`config.mk`:
```
export PLATFORM = sky130hd
export DESIGN_NAME = stack_machine_executor
export DESIGN_NICKNAME = d
export VERILOG_FILES = /design/src/sv/sme_pkg.sv /design/src/sv/sme_ram.sv /design/src/sv/sme_cell.sv /design/src/sv/sme_muldiv.sv /design/src/sv/stack_machine_executor.sv
export VERILOG_INCLUDE_DIRS = /design/src /design/src/sv
export SDC_FILE = /design/constraint.sdc
export NUM_CORES = 2
export LEC_CHECK = 0
export ABC_AREA = 1
export BUFFER_PORTS_ARGS = -buffer_cell sky130_fd_sc_hd__buf_4
export CAP_MARGIN = 5
export CORE_UTILIZATION = 58
export DETAILED_ROUTE_END_ITERATION = 12
export PLACE_DENSITY = 0.83
export SLEW_MARGIN = 15
export SYNTH_ARGS = -nofsm -noshare
export SYNTH_HDL_FRONTEND = slang
export SYNTH_HIERARCHICAL = 1
export SYNTH_SLANG_ARGS = --single-unit
```
`constraint.sdc`:
```
create_clock -name clk -period 4.7 [get_ports clk]
set_input_delay 0.94 -clock clk [delete_from_list [all_inputs] [get_ports clk]]
set_output_delay 0.94 -clock clk [all_outputs]
set_load 0.01 [all_outputs]
```
`src/sv/stack_machine_executor_assert.svh`:
```
// ----------------------------------------------------------------------------
// Stack machine executor assertion macros
// Concurrent check shorthands; the including module supplies clk and arst_n.
// ----------------------------------------------------------------------------
`ifndef STACK_MACHINE_EXECUTOR_ASSERT_SVH
`define STACK_MACHINE_EXECUTOR_ASSERT_SVH

// same-cycle implication, disabled while in reset
`define SME_ASSERT_IMP(lbl, ante, cons, msg) \
	lbl: assert property (@(posedge clk) disable iff (!arst_n) (ante) |-> (cons)) \
		else $error(msg);

// next-cycle implication, disabled while in reset
`define SME_ASSERT_NXT(lbl, ante, cons, msg) \
	lbl: assert property (@(posedge clk) disable iff (!arst_n) (ante) |=> (cons)) \
		else $error(msg);

`endif

```
`src/sv/sme_pkg.sv`:
```
// ----------------------------------------------------------------------------
// Stack machine executor package
// Opcodes, status codes, FSM states and shared structs.
// ----------------------------------------------------------------------------
`default_nettype none

package sme_pkg;

	localparam int CMD_W       = 3;
	localparam int CONST_W     = 32;
	localparam int VAR_INDEX_W = 4;
	localparam int STATUS_W    = 3;
	localparam int DEPTH_OUT_W = 5;

	typedef enum logic [CMD_W-1:0] {
		CMD_PUSH  = 3'd0,
		CMD_LOAD  = 3'd1,
		CMD_STORE = 3'd2,
		CMD_ADD   = 3'd3,
		CMD_SUB   = 3'd4,
		CMD_MUL   = 3'd5,
		CMD_DIV   = 3'd6,
		CMD_PRINT = 3'd7
	} cmd_t;

	typedef enum logic [STATUS_W-1:0] {
		STAT_OK    = 3'd0,
		STAT_UNDEF = 3'd1,
		STAT_UNDER = 3'd2,
		STAT_DIVZ  = 3'd3,
		STAT_OVER  = 3'd4,
		STAT_HALT  = 3'd5
	} status_t;

	typedef enum logic [1:0] {
		S_IDLE,
		S_LOAD,
		S_ARITH
	} state_t;

	// shift control shared by every stack cell
	typedef struct packed {
		logic push;
		logic pop;
	} cell_ctl_t;

	typedef struct packed {
		logic                   print_valid;
		logic [CONST_W-1:0]     print_value;
		status_t                status;
		logic [DEPTH_OUT_W-1:0] stack_depth;
	} result_t;

endpackage

`default_nettype wire

```
`src/sv/sme_ram.sv`:
```
// ----------------------------------------------------------------------------
// Generic RAM
// One write port, one read port, registered read data.
// ----------------------------------------------------------------------------
`default_nettype none

module sme_ram #(
	parameter int WIDTH = 32,
	parameter int DEPTH = 16,
	parameter int AW    = (DEPTH > 1) ? $clog2(DEPTH) : 1
) (
	input  wire logic             clk,
	input  wire logic             we,
	input  wire logic [AW-1:0]    waddr,
	input  wire logic [WIDTH-1:0] wdata,
	input  wire logic             re,
	input  wire logic [AW-1:0]    raddr,
	output logic      [WIDTH-1:0] rdata
);

	logic [WIDTH-1:0] mem_q [DEPTH];

	always_ff @(posedge clk) begin
		if (we) begin
			mem_q[waddr] <= wdata;
		end
		if (re) begin
			rdata <= mem_q[raddr];
		end
	end

endmodule

`default_nettype wire

```
`src/sv/sme_cell.sv`:
```
// ----------------------------------------------------------------------------
// Stack cell
// One operand stack entry; shifts toward the bottom on push, toward the top on pop.
// ----------------------------------------------------------------------------
`default_nettype none

module sme_cell #(
	parameter int WIDTH = 32
) (
	input  wire logic              clk,
	input  wire sme_pkg::cell_ctl_t ctl,
	input  wire logic [WIDTH-1:0]  up_data,   // neighbor nearer the top, or new top
	input  wire logic [WIDTH-1:0]  dn_data,   // neighbor nearer the bottom
	output logic      [WIDTH-1:0]  q
);

	always_ff @(posedge clk) begin
		if (ctl.push) begin
			q <= up_data;
		end else if (ctl.pop) begin
			q <= dn_data;
		end
	end

endmodule

`default_nettype wire

```
`src/sv/sme_muldiv.sv`:
```
// ----------------------------------------------------------------------------
// Iterative multiply / divide
// Shift-add multiply or restoring signed divide, one bit per cycle.
// ----------------------------------------------------------------------------
`default_nettype none

module sme_muldiv #(
	parameter int WIDTH = 32
) (
	input  wire logic             clk,
	input  wire logic             arst_n,
	input  wire logic             start,
	input  wire logic             is_div,
	input  wire logic [WIDTH-1:0] a,        // dividend / multiplicand
	input  wire logic [WIDTH-1:0] b,        // divisor / multiplier
	output logic                  done,
	output logic      [WIDTH-1:0] result
);

	localparam int CNW = $clog2(WIDTH);

	logic             busy_q;
	logic             done_q;
	logic [CNW-1:0]   cnt_q;
	logic             div_q;
	logic             neg_q;
	logic [WIDTH-1:0] acc_q;   // product, or partial remainder
	logic [WIDTH-1:0] x_q;     // multiplicand, or dividend / quotient
	logic [WIDTH-1:0] y_q;     // multiplier, or divisor magnitude

	logic [WIDTH-1:0] mag_a;
	logic [WIDTH-1:0] mag_b;
	logic [WIDTH:0]   rem_sh;
	logic [WIDTH:0]   diff;
	logic [WIDTH-1:0] acc_add;

	always_comb begin
		mag_a   = a[WIDTH-1] ? ('0 - a) : a;
		mag_b   = b[WIDTH-1] ? ('0 - b) : b;
		rem_sh  = {acc_q, x_q[WIDTH-1]};
		diff    = rem_sh - {1'b0, y_q};
		acc_add = acc_q + (y_q[0] ? x_q : '0);
	end

	always_ff @(posedge clk or negedge arst_n) begin
		if (!arst_n) begin
			busy_q <= 1'b0;
			done_q <= 1'b0;
			cnt_q  <= '0;
		end else begin
			done_q <= 1'b0;
			if (start) begin
				busy_q <= 1'b1;
				cnt_q  <= CNW'(WIDTH - 1);
			end else if (busy_q) begin
				if (cnt_q == '0) begin
					busy_q <= 1'b0;
					done_q <= 1'b1;
				end else begin
					cnt_q <= cnt_q - CNW'(1);
				end
			end
		end
	end

	always_ff @(posedge clk) begin
		if (start) begin
			div_q <= is_div;
			neg_q <= a[WIDTH-1] ^ b[WIDTH-1];
			acc_q <= '0;
			x_q   <= is_div ? mag_a : a;
			y_q   <= is_div ? mag_b : b;
		end else if (busy_q) begin
			if (div_q) begin
				acc_q <= diff[WIDTH] ? rem_sh[WIDTH-1:0] : diff[WIDTH-1:0];
				x_q   <= {x_q[WIDTH-2:0], ~diff[WIDTH]};
			end else begin
				acc_q <= acc_add;
				x_q   <= {x_q[WIDTH-2:0], 1'b0};
				y_q   <= {1'b0, y_q[WIDTH-1:1]};
			end
		end
	end

	assign done   = done_q;
	assign result = div_q ? (neg_q ? ('0 - x_q) : x_q) : acc_q;

endmodule

`default_nettype wire

```
`src/sv/stack_machine_executor.sv`:
```
// ----------------------------------------------------------------------------
// Stack machine executor
// Runs one stack-machine instruction per request and returns one result each.
// ----------------------------------------------------------------------------
// Usage:
//   Input channel (in_valid/in_ready) carries one instruction per request:
//   cmd, const_value, var_index. Output channel (out_valid/out_ready) carries
//   exactly one result per instruction: print_valid, print_value, status and
//   the stack depth after the instruction.
//   Completion: push, store, print, add, sub and any failing or halted
//   instruction finish in the cycle of acceptance; load passes through
//   S_LOAD for the variable RAM read; mul and div wait in S_ARITH for
//   the bit-serial unit. One instruction is in flight at a time, so a new
//   request is taken only once the FSM is back in S_IDLE.
//   A result register plus one skid entry sit on the output, so a new request
//   is taken while one result waits on a stalled receiver; with the skid entry
//   also full, in_ready drops until the receiver drains.
//   The stack is a chain of cells: the top entry sits in cell 0, and every
//   cell shifts to its neighbor on push and pop.
//   Reset empties the stack, clears all variable defined bits and the halt.
//   No clearing pass is needed. Any error halts; later requests report halted.
// ----------------------------------------------------------------------------
`default_nettype none

`include "stack_machine_executor_assert.svh"

module stack_machine_executor #(
	parameter int STACK_DEPTH = 16,
	parameter int NUM_VARS    = 16,
	parameter int DATA_WIDTH  = 32
) (
	input  wire logic                                 clk,
	input  wire logic                                 arst_n,
	// instruction requests
	input  wire logic                                 in_valid,
	output logic                                      in_ready,
	input  wire logic        [sme_pkg::CMD_W-1:0]       cmd,
	input  wire logic signed [sme_pkg::CONST_W-1:0]     const_value,
	input  wire logic        [sme_pkg::VAR_INDEX_W-1:0] var_index,
	// results
	output logic                                      out_valid,
	input  wire logic                                 out_ready,
	output logic                                      print_valid,
	output logic signed      [sme_pkg::CONST_W-1:0]     print_value,
	output logic             [sme_pkg::STATUS_W-1:0]    status,
	output logic             [sme_pkg::DEPTH_OUT_W-1:0] stack_depth
);

	import sme_pkg::*;

	localparam int CW = $clog2(STACK_DEPTH + 1);
	localparam int VW = (NUM_VARS > 1) ? $clog2(NUM_VARS) : 1;
	localparam int NUM_IDX = 2 ** VAR_INDEX_W;

	state_t state_q, nxt_state;

	logic [CW-1:0]         cnt_q;
	logic [CW-1:0]         cnt_d;
	logic                  halted_q;
	logic [NUM_VARS-1:0]   def_q;

	logic                  accept;
	logic                  full;
	logic                  empty;
	logic                  lt2;
	logic [VW-1:0]         vi;

	// stack cell chain
	logic [DATA_WIDTH-1:0] cell_q [STACK_DEPTH];
	cell_ctl_t             ctl;
	logic [DATA_WIDTH-1:0] new_top;
	logic [DATA_WIDTH-1:0] top_dn;

	// constant sign-extended (or cut) to the data width
	logic [DATA_WIDTH+CONST_W-1:0] cv_wide;
	logic [DATA_WIDTH-1:0]         cv_dw;

	// variable RAM
	logic                  ram_we;
	logic                  ram_re;
	logic [DATA_WIDTH-1:0] ram_rdata;

	// bit-serial multiply / divide
	logic                  md_start;
	logic                  md_div;
	logic                  md_done;
	logic [DATA_WIDTH-1:0] md_result;

	// result of the instruction finishing this cycle
	logic                  res_fire;
	status_t               res_status;
	logic                  res_print;
	logic [DATA_WIDTH-1:0] res_pval;
	logic                  cnt_inc;
	logic                  cnt_dec;
	logic [DATA_WIDTH+CONST_W-1:0] pv_wide;
	logic [CW+DEPTH_OUT_W-1:0]     depth_wide;
	result_t               res_d;

	// output register and skid entry
	logic                  out_valid_q;
	logic                  skid_valid_q;
	result_t               out_q;
	result_t               skid_q;
	logic                  out_taken;
	logic                  out_ld_res;
	logic                  out_ld_skid;
	logic                  skid_ld;

	assign accept   = in_valid && in_ready;
	assign in_ready = (state_q == S_IDLE) && !skid_valid_q;

	assign full  = (cnt_q == CW'(STACK_DEPTH));
	assign empty = (cnt_q == '0);
	assign lt2   = (cnt_q < CW'(2));

	assign cv_wide = {{DATA_WIDTH{const_value[CONST_W-1]}}, const_value};
	assign cv_dw   = cv_wide[DATA_WIDTH-1:0];

	// variable index wraps modulo NUM_VARS: small constant lookup
	always_comb begin
		vi = '0;
		for (int k = 0; k < NUM_IDX; k++) begin
			if (var_index == VAR_INDEX_W'(k)) begin
				vi = VW'(k % NUM_VARS);
			end
		end
	end

	// ------------------------------------------------------------------
	// Stack: cell 0 is the top; push shifts toward the bottom, pop toward
	// the top. A binary op pops once and overwrites the top with top_dn.
	// ------------------------------------------------------------------
	for (genvar i = 0; i < STACK_DEPTH; i++) begin : g_cell
		logic [DATA_WIDTH-1:0] up_d;
		logic [DATA_WIDTH-1:0] dn_d;

		if (i == 0) begin : g_top
			assign up_d = new_top;
			assign dn_d = top_dn;
		end else if (i == STACK_DEPTH - 1) begin : g_bottom
			assign up_d = cell_q[i-1];
			assign dn_d = '0;
		end else begin : g_mid
			assign up_d = cell_q[i-1];
			assign dn_d = cell_q[i+1];
		end

		sme_cell #(
			.WIDTH (DATA_WIDTH)
		) u_cell (
			.clk     (clk),
			.ctl     (ctl),
			.up_data (up_d),
			.dn_data (dn_d),
			.q       (cell_q[i])
		);
	end

	sme_ram #(
		.WIDTH (DATA_WIDTH),
		.DEPTH (NUM_VARS)
	) u_vars (
		.clk   (clk),
		.we    (ram_we),
		.waddr (vi),
		.wdata (cell_q[0]),
		.re    (ram_re),
		.raddr (vi),
		.rdata (ram_rdata)
	);

	sme_muldiv #(
		.WIDTH (DATA_WIDTH)
	) u_muldiv (
		.clk    (clk),
		.arst_n (arst_n),
		.start  (md_start),
		.is_div (md_div),
		.a      (cell_q[1]),
		.b      (cell_q[0]),
		.done   (md_done),
		.result (md_result)
	);

	// ------------------------------------------------------------------
	// Control FSM
	// ------------------------------------------------------------------
	always_ff @(posedge clk or negedge arst_n) begin
		if (!arst_n) begin
			state_q <= S_IDLE;
		end else begin
			state_q <= nxt_state;
		end
	end

	always_comb begin
		nxt_state  = state_q;
		ctl        = '0;
		new_top    = cv_dw;
		top_dn     = cell_q[1];
		res_fire   = 1'b0;
		res_status = STAT_OK;
		res_print  = 1'b0;
		res_pval   = '0;
		cnt_inc    = 1'b0;
		cnt_dec    = 1'b0;
		ram_we     = 1'b0;
		ram_re     = 1'b0;
		md_start   = 1'b0;
		md_div     = 1'b0;

		unique case (state_q)
			S_IDLE: begin
				if (accept) begin
					res_fire = 1'b1;
					if (halted_q) begin
						res_status = STAT_HALT;
					end else begin
						unique case (cmd_t'(cmd))
							CMD_PUSH: begin
								if (full) begin
									res_status = STAT_OVER;
								end else begin
									ctl.push = 1'b1;
									cnt_inc  = 1'b1;
								end
							end
							CMD_LOAD: begin
								// undefined wins over overflow
								if (!def_q[vi]) begin
									res_status = STAT_UNDEF;
								end else if (full) begin
									res_status = STAT_OVER;
								end else begin
									ram_re    = 1'b1;
									res_fire  = 1'b0;
									nxt_state = S_LOAD;
								end
							end
							CMD_STORE: begin
								if (empty) begin
									res_status = STAT_UNDER;
								end else begin
									ram_we  = 1'b1;
									ctl.pop = 1'b1;
									cnt_dec = 1'b1;
								end
							end
							CMD_PRINT: begin
								if (empty) begin
									res_status = STAT_UNDER;
								end else begin
									res_print = 1'b1;
									res_pval  = cell_q[0];
									ctl.pop   = 1'b1;
									cnt_dec   = 1'b1;
								end
							end
							CMD_ADD, CMD_SUB: begin
								if (lt2) begin
									res_status = STAT_UNDER;
								end else begin
									top_dn = (cmd_t'(cmd) == CMD_ADD) ?
										cell_q[1] + cell_q[0] :
										cell_q[1] - cell_q[0];
									ctl.pop = 1'b1;
									cnt_dec = 1'b1;
								end
							end
							CMD_MUL: begin
								if (lt2) begin
									res_status = STAT_UNDER;
								end else begin
									md_start  = 1'b1;
									res_fire  = 1'b0;
									nxt_state = S_ARITH;
								end
							end
							CMD_DIV: begin
								// underflow is checked before divide by zero
								if (lt2) begin
									res_status = STAT_UNDER;
								end else if (cell_q[0] == '0) begin
									res_status = STAT_DIVZ;
								end else begin
									md_start  = 1'b1;
									md_div    = 1'b1;
									res_fire  = 1'b0;
									nxt_state = S_ARITH;
								end
							end
						endcase
					end
				end
			end
			S_LOAD: begin
				new_top   = ram_rdata;
				ctl.push  = 1'b1;
				cnt_inc   = 1'b1;
				res_fire  = 1'b1;
				nxt_state = S_IDLE;
			end
			S_ARITH: begin
				if (md_done) begin
					top_dn    = md_result;
					ctl.pop   = 1'b1;
					cnt_dec   = 1'b1;
					res_fire  = 1'b1;
					nxt_state = S_IDLE;
				end
			end
			default: begin
				nxt_state = S_IDLE;
			end
		endcase
	end

	assign cnt_d = cnt_inc ? cnt_q + CW'(1) : (cnt_dec ? cnt_q - CW'(1) : cnt_q);

	always_ff @(posedge clk or negedge arst_n) begin
		if (!arst_n) begin
			cnt_q    <= '0;
			halted_q <= 1'b0;
			def_q    <= '0;
		end else begin
			cnt_q <= cnt_d;
			if (res_fire && res_status != STAT_OK) begin
				halted_q <= 1'b1;
			end
			if (ram_we) begin
				def_q[vi] <= 1'b1;
			end
		end
	end

	// ------------------------------------------------------------------
	// Result assembly and output buffering
	// ------------------------------------------------------------------
	assign pv_wide    = {{CONST_W{res_pval[DATA_WIDTH-1]}}, res_pval};
	assign depth_wide = {{DEPTH_OUT_W{1'b0}}, cnt_d};

	always_comb begin
		res_d.print_valid = res_print;
		res_d.print_value = pv_wide[CONST_W-1:0];
		res_d.status      = res_status;
		res_d.stack_depth = depth_wide[DEPTH_OUT_W-1:0];
	end

	assign out_taken   = out_valid_q && out_ready;
	assign out_ld_skid = out_taken && skid_valid_q;
	assign out_ld_res  = res_fire && (!out_valid_q || (out_taken && !skid_valid_q));
	assign skid_ld     = res_fire && out_valid_q && !out_taken;

	always_ff @(posedge clk or negedge arst_n) begin
		if (!arst_n) begin
			out_valid_q  <= 1'b0;
			skid_valid_q <= 1'b0;
		end else begin
			if (out_ld_skid || out_ld_res) begin
				out_valid_q <= 1'b1;
			end else if (out_taken) begin
				out_valid_q <= 1'b0;
			end
			if (skid_ld) begin
				skid_valid_q <= 1'b1;
			end else if (out_ld_skid) begin
				skid_valid_q <= 1'b0;
			end
		end
	end

	always_ff @(posedge clk) begin
		if (out_ld_skid) begin
			out_q <= skid_q;
		end else if (out_ld_res) begin
			out_q <= res_d;
		end
		if (skid_ld) begin
			skid_q <= res_d;
		end
	end

	assign out_valid   = out_valid_q;
	assign print_valid = out_q.print_valid;
	assign print_value = out_q.print_value;
	assign status      = out_q.status;
	assign stack_depth = out_q.stack_depth;

	// ------------------------------------------------------------------
	// Assertions
	// ------------------------------------------------------------------
	`SME_ASSERT_NXT(a_halt_sticky, halted_q, halted_q, "halt flag cleared without reset")
	`SME_ASSERT_IMP(a_depth_bound, 1'b1, cnt_q <= CW'(STACK_DEPTH), "stack count past depth")
	`SME_ASSERT_IMP(a_skid_order, skid_valid_q, out_valid_q, "skid entry without output entry")
	`SME_ASSERT_IMP(a_fire_room, res_fire, !skid_valid_q, "result finished with skid full")
	`SME_ASSERT_IMP(a_md_state, md_done, state_q == S_ARITH, "muldiv done outside arith wait")
	`SME_ASSERT_NXT(a_halt_reply, accept && halted_q, out_valid_q, "halted request gave no result")

endmodule

`default_nettype wire

```
=== Word level (Yosys, flattened, before mapping) ===
Memory sizes are Yosys's and may differ from the RTL's. A register that Yosys moved wholly into a read port is not among the register bits.
Index checks and enable logic that the tools add are counted.

* Bits in registers: 725
* RAM bits: 512
* Output and inout port bits: 43
* Logic and storage cells: 289
* Memories: 1

{| class="wikitable"
|+ Memories
! memory !! words !! width !! rd ports !! clocked after memory_dff !! wr ports !! RTL line !! source
|-
| u_vars.mem_q || 16 || 32 || 1 || 1 || 1 || sme_ram.sv:21 || <nowiki>logic [WIDTH-1:0] mem_q [DEPTH];</nowiki>
|}

* Add/sub/neg operators: 10
* Magnitude comparators: 3
* Equality and inequality tests: 36
* Muxes and demuxes: 166
* Bitwise operators: 3
* Reduce and logical (&&, ||, !) cells: 32

{| class="wikitable"
|+ Operators with widths
! cell !! number
|-
| two-way mux 32 bit || 58
|-
| subtractor 1 x 32 -> 32 bit (first input constant) || 3
|-
| two-way mux 41 bit || 2
|-
| adder 32 bit || 2
|-
| case mux 32 bit (2 select lines) || 1
|-
| two-way mux 1 bit || 54
|-
| two-way mux 4 bit || 11
|-
| subtractor 33 x 32 -> 33 bit || 1
|-
| equality test 4 bit (second input constant) || 8
|-
| zero test 32 bit || 1
|-
| two-way mux 2 bit || 16
|-
| subtractor 32 bit || 1
|-
| two-way mux 5 bit || 5
|-
| two-way mux 3 bit || 6
|-
| equality test 4 x 3 -> 1 bit (second input constant) || 4
|-
| OR 16 bit || 1
|-
| != test 3 bit (second input constant) || 5
|-
| case mux 3 bit (5 select lines) || 1
|-
| equality test 3 bit (second input constant) || 4
|-
| case mux 1 bit (2 select lines) || 6
|-
| logical AND 1 bit || 10
|-
| zero test 5 bit || 2
|-
| nonzero test 2 bit || 5
|-
| subtractor 5 x 1 -> 5 bit (second input constant) || 2
|-
| 30 further kinds || 41
|}

=== Depth between registers and ports, before layout ===
* Word-level depth: 26
* Mapped depth: 28
* Gate-level depth less buffers: 28

=== Modules after synthesis ===
The synthesis kept the hierarchy.

{| class="wikitable"
|+ Modules (own cells, without submodules)
! module !! times used !! cells each !! area an instance (µm²) !! seq. area each (µm²)
|-
| sme_ram || 1 || 2120 || 23050.9 || 16335.7
|-
| sme_cell || 16 || 137 || 1401.3 || 960.9
|-
| sme_muldiv || 1 || 2224 || 12807.3 || 2797.7
|-
| stack_machine_executor || 1 || 1324 || 8929.8 || 3113.0
|}

=== Worst setup path after synthesis ===
Ideal clock, no wire load.

* Kind: reg-to-reg
* Start point: register g_cell[0].u_cell.q[0]
* End point: register u_muldiv.y_q[0], enable pin
* Library setup time: 658 ps
* Data arrival time: 3782 ps
* Slack: 260 ps
* Cell stages (with the launch flop): 16
* Buffers on the path: 3
* Period minus slack after synthesis: 4440 ps
* Cell sequence: edfxtp_1 > inv_1 > ha_1 > nor3b_1 > nand2_1 > nor2_2 > nand3_1 > nor2_1 > nand3_1 > nand2_1 > a21oi_1 > inv_1 > clkbuf_1 > clkbuf_1 > clkbuf_1 > o21ai_0

* Cells in the longest elaborated chain, start to end: 9
* Elaborated cells between the ends (all ways): 10
* Classes of those cells: 1 x eq/ne; 6 x mux; 3 x reduce/logical

{| class="wikitable"
|+ Ends and longest elaborated chain
! item !! RTL line !! source
|-
| start: declaration || sme_cell.sv:14 || <nowiki>output logic [WIDTH-1:0] q</nowiki>
|-
| start signal: assignment || sme_cell.sv:19 || <nowiki>q <= up_data;</nowiki>
|-
| start signal: assignment || sme_cell.sv:21 || <nowiki>q <= dn_data;</nowiki>
|-
| zero test 32 bit * || stack_machine_executor.sv:284 || <nowiki>end else if (cell_q[0] == '0) begin</nowiki>
|-
| two-way mux 1 bit * || stack_machine_executor.sv:284 ||
|-
| two-way mux 1 bit * || stack_machine_executor.sv:282 || <nowiki>if (lt2) begin</nowiki>
|-
| case mux 1 bit (2 select lines) * || stack_machine_executor.sv:220 || <nowiki>unique case (cmd_t'(cmd))</nowiki>
|-
| two-way mux 1 bit * || stack_machine_executor.sv:217 || <nowiki>if (halted_q) begin</nowiki>
|-
| two-way mux 1 bit * || stack_machine_executor.sv:215 || <nowiki>if (accept) begin</nowiki>
|-
| two-way mux 1 bit * || stack_machine_executor.sv:213 || <nowiki>unique case (state_q)</nowiki>
|-
| via md_start || stack_machine_executor.sv:84 || <nowiki>logic md_start;</nowiki>
|-
| != test 2 bit (no source line) or nonzero test 2 bit (tied branches) || -- ||
|-
| AND reduction 2 bit (no source line) * || -- ||
|-
| end signal: assignment || sme_muldiv.sv:72 || <nowiki>y_q <= is_div ? mag_b : b;</nowiki>
|-
| end signal: assignment || sme_muldiv.sv:80 || <nowiki>y_q <= {1'b0, y_q[WIDTH-1:1]};</nowiki>
|-
| end: declaration || sme_muldiv.sv:29 || <nowiki>logic [WIDTH-1:0] y_q;</nowiki>
|}

Mark *: on every way through the listed nets, which the timed path passes. The rest lies on a longest branch.
A chain may end at the register's enable or synchronous reset.

=== Worst setup path in the final report ===
* Start point: register g_cell[0].u_cell.q[0]
* End point: register g_cell[0].u_cell.q[31] (data pin)

* Cells in the longest elaborated chain, start to end: 9
* Elaborated cells between the ends (all ways): 10
* Classes of those cells: 2 x add/sub; 8 x mux

{| class="wikitable"
|+ Ends and longest elaborated chain
! item !! RTL line !! source
|-
| subtractor 32 bit or adder 32 bit (tied branches) || stack_machine_executor.sv:266, stack_machine_executor.sv:265 ||
|-
| two-way mux 32 bit * || stack_machine_executor.sv:264 || <nowiki>top_dn = (cmd_t'(cmd) == CMD_ADD) ?</nowiki>
|-
| two-way mux 32 bit * || stack_machine_executor.sv:261 || <nowiki>if (lt2) begin</nowiki>
|-
| two-way mux 32 bit * || stack_machine_executor.sv:220 ||
|-
| two-way mux 32 bit * || stack_machine_executor.sv:217 ||
|-
| two-way mux 32 bit * || stack_machine_executor.sv:215 ||
|-
| case mux 32 bit (2 select lines) * || stack_machine_executor.sv:213 ||
|-
| via g_cell[0].dn_d[31] || stack_machine_executor.sv:136 || <nowiki>logic [DATA_WIDTH-1:0] dn_d;</nowiki>
|-
| two-way mux 32 bit * || sme_cell.sv:20 || <nowiki>end else if (ctl.pop) begin</nowiki>
|-
| two-way mux 32 bit * || sme_cell.sv:18 || <nowiki>if (ctl.push) begin</nowiki>
|}

Mark *: on every way through the listed nets, which the timed path passes. The rest lies on a longest branch. The select of a mux whose other input is x is not followed.

==> results.md <==
* Worst Setup End Kind: flip-flop
* CTS Root Cell: clkbuf_16
* Die width at between 300 and 400 um
* Clk_skew at 0.0253 ns
* Reg clk slew, reported paths at 0.06 ns
* Worst EP required at 5.19 ns
* Worst IR Drop VDD at about 0.4 mV
* Grt ovf at 0
* Io pins at 86
* FP Rows at 124
* Initial antenna violation count at 6
* Ys async rst share at 2.60%
* Status: finished, final reports clean
* Gate Count Post-Synth at 7860
* Resized Gates After CTS at 0
* CP max FO at 4
* Gr usage total at 33.6%
* Largest net degree at the start of global routing at a little over 200
* Leak at 0.0333 uW
* Delay-heaviest family, CP: simple AND/OR/NAND/NOR gates
* Final net count at slightly above 8k
* Synth top area cells: edfxtp_1 (54%), nand2_1 (19%), inv_1 (5.2%), nand3_1 (4.5%), nor2_1 (2.0%)
* WL final at 198000 um
* FF+latch count, synth at about 1.3k
* Area leader, netlist: edfxtp_1
* CTS sink count at 1269
* DIE HEIGHT at 342 um
* Max-cap violation count at 0
* WS Path Type: flip-flop to flip-flop
* Global placement routability congestion at 1.01
* Commonest cells in the netlist: nand2_1 (3453), edfxtp_1 (1204), inv_1 (937)
* Post-CTS Setup Bufs at 0
* Vias per cell at 5.71
* Critical path's most frequent cell: nand2_1
* Slowest CP cell: edfxtp_1
* Final-report max-slew violation count at 0
* Fin. Hold Viols at 0
* TritonRoute pass-1 iters at 10
* Startpoint types: flip-flop
* Register Area at 37600 um2
* First-pass GRT wire length at 300000 um
* RSZ-0062 raised after global routing: false
* DIE AREA at 117000 um2
* Worst skew pair latency at 0.75 ns
* Area growth, synth to finish at 8.84%
* Mean Syn Cell Area at 8.55 um2
* CTS tree: done
* Detailed Place HPWL at about 130000 um
* Min Tclk post-route at 4.32 ns
* Cts hold-fix bufs at 0
* CP bufs+invs at 5
* Pwr per Cell Area at 323 nW/um2
* Number of synthesized flops with an enable pin at about 1.2k
* Vias in the first global route at 52.1k
* # DRC at 0
* Avg WL per Cell at 20.7 um
* Yosys top cell area share at 53.8%
* Slew headroom at 25.1%
* Final worst slack at 0.384 ns
* DR iter-0 viols at 7711
* Worst min path class: input pin to asynchronous set/reset pin
* Fillers at 9151
* Worst Max-Slew Pin Slew at 1.12 ns
* Setup violators final at 0
* Most used flip-flop cell after synthesis: edfxtp_1
* Seq/Total Area, Yosys at 56.0%
* Fraction of layout instances using a drive strength above 1 at a little under 7%
* Synthesized area at 67200 um2
* CTS H-tree depth at 4
* Cell with the most instances after synthesis: nand2_1
* Via Count at between 50k and 60k
* Initial core utilization at 58.6%
* Yosys warns at 6
* Clock Path Buffers at 3
* Number of distinct library cells after synthesis at 56
* Final period util at 91.8%
* Max stage delay on crit path at 0.41 ns
* Worst EP arrival at 4.80 ns
* Multi-input logic area at 24000 um2
* DP Worst Slack at between 0.5 and 0.6 ns
* CTS buffer count at 132
* Post-route setup TNS at 0 ns
* Post-route ant nets at 0
* Buffers on Ports at 85
* Floorplan core area at roughly 110000 um2
* Fmax at 0.232 GHz
## worst reg2reg max path, delay by kind of cell (launching register included)
family                   cells  cell delay, ns
XOR/XNOR                     1            0.16
flip-flops                   1            0.41
buffers and inverters        5            0.37
AND/OR/NAND/NOR             17            2.24
AO/OA/AOI/OAI                2            0.39
adder cells (fa/ha/maj)      2            0.54
## worst paths after layout
kind / startpoint / to / slack [ns] / cells past startpoint
min in group clk: def_q[14]$_DFFE_PN0P_ / def_q[14]$_DFFE_PN0P_ / 0.47 / 1
worst max register to register: g_cell[0].u_cell/q[0]$_DFFE_PP_ / g_cell[0].u_cell/q[31]$_DFFE_PP_ / 0.38 / 27
worst max-delay path: g_cell[0].u_cell/q[0]$_DFFE_PP_ / g_cell[0].u_cell/q[31]$_DFFE_PP_ / 0.38 / 27
worst min register to register: def_q[14]$_DFFE_PN0P_ / def_q[14]$_DFFE_PN0P_ / 0.47 / 1
worst min-delay path: arst_n / u_muldiv/cnt_q[3]$_DFFE_PN0P_ / 0.19 / 1
max in group asynchronous: arst_n / def_q[7]$_DFFE_PN0P_ / 4.10 / 1
## layer usage
layer | global-route usage [%] | vias up | part of all wire (%) | routed length [um]
met5 | 0 | - | 0.012 | 23
met4 | 13.2 | 4 | 3.8 | 7590
met3 | 8.38 | 441 | 12 | 23500
met2 | 50.1 | 3059 | 44 | 86700
met1 | 47.3 | 25700 | 41 | 80200
li1 | - | 25300 | - | -
## where the power goes
group | total, uW | leakage, uW | switching [uW] | internal (uW)
registers | 12500 | 0.0115 | 70.6 | 12400
clock network | 10000 | 0.00198 | 4400 | 5610
logic | 1120 | 0.0198 | 748 | 369
## cells in the final DEF, fill, tap and decap left out, drive strengths merged, types with 52 or more instances in the layout
cell type	instances
a21oi	152
buf	229
clkbuf	165
clkinv	52
edfxtp	1204
ha	103
inv	969
nand2	3476
nand3	614
nor2	374
o21ai	229
xor2	103
## registers in the layout (all words and copies together), names as in the netlist, 2 cells and up
signal	cells
g_cell.u_cell/q	512
u_vars/mem_q	512
skid_q	41
print_value	32
u_muldiv/acc_q	32
u_muldiv/x_q	32
u_muldiv/y_q	32
u_vars/rdata	32
def_q	16
cnt_q	5
stack_depth	5
u_muldiv/cnt_q	5
status	3
state_q	2
## cell families (layout without fill, tap and decap cells)
group / count (synthesis) / in the layout / share of synthesized area (%)
flip-flops: 1269 / 1269 / 56.0
other: 1 / 35 / 0.00558
adder cells (fa/ha/maj): 106 / 106 / 2.01
AND/OR/NAND/NOR: 4598 / 4598 / 27.6
AO/OA/AOI/OAI: 474 / 474 / 3.94
XOR/XNOR: 130 / 130 / 1.69
buffers and inverters: 1282 / 1425 / 8.77
## through the flow
stage	instances	utilization (%)	hold WS (ns)	total power [uW]	cell area, um2
2_1_floorplan	7891	-	0.442	13400	67300
3_3_place_gp	9318	60.2	0.449	13800	69100
3_5_place_dp	9318	60.2	0.455	13800	69100
4_1_cts	9546	63.8	0.173	23700	73100
5_1_grt	9547	63.8	0.194	24200	73100
6_report	9549	63.8	0.186	23600	73200
## area by class of cell
| type | instances | share of cell area, % |
|---|---|---|
| Antenna cell | 3 | 0.0103 |
| Tap cell | 1512 | 2.59 |
| Clock buffer | 164 | 4.81 |
| Inverter | 967 | 5.03 |
| Timing Repair Buffer | 230 | 2.61 |
| Sequential cell | 1269 | 51.4 |
| Multi-Input combinational cell | 5340 | 32.8 |
| Clock inverter | 64 | 0.749 |
Note: power is estimated with default switching activity, not from simulation.
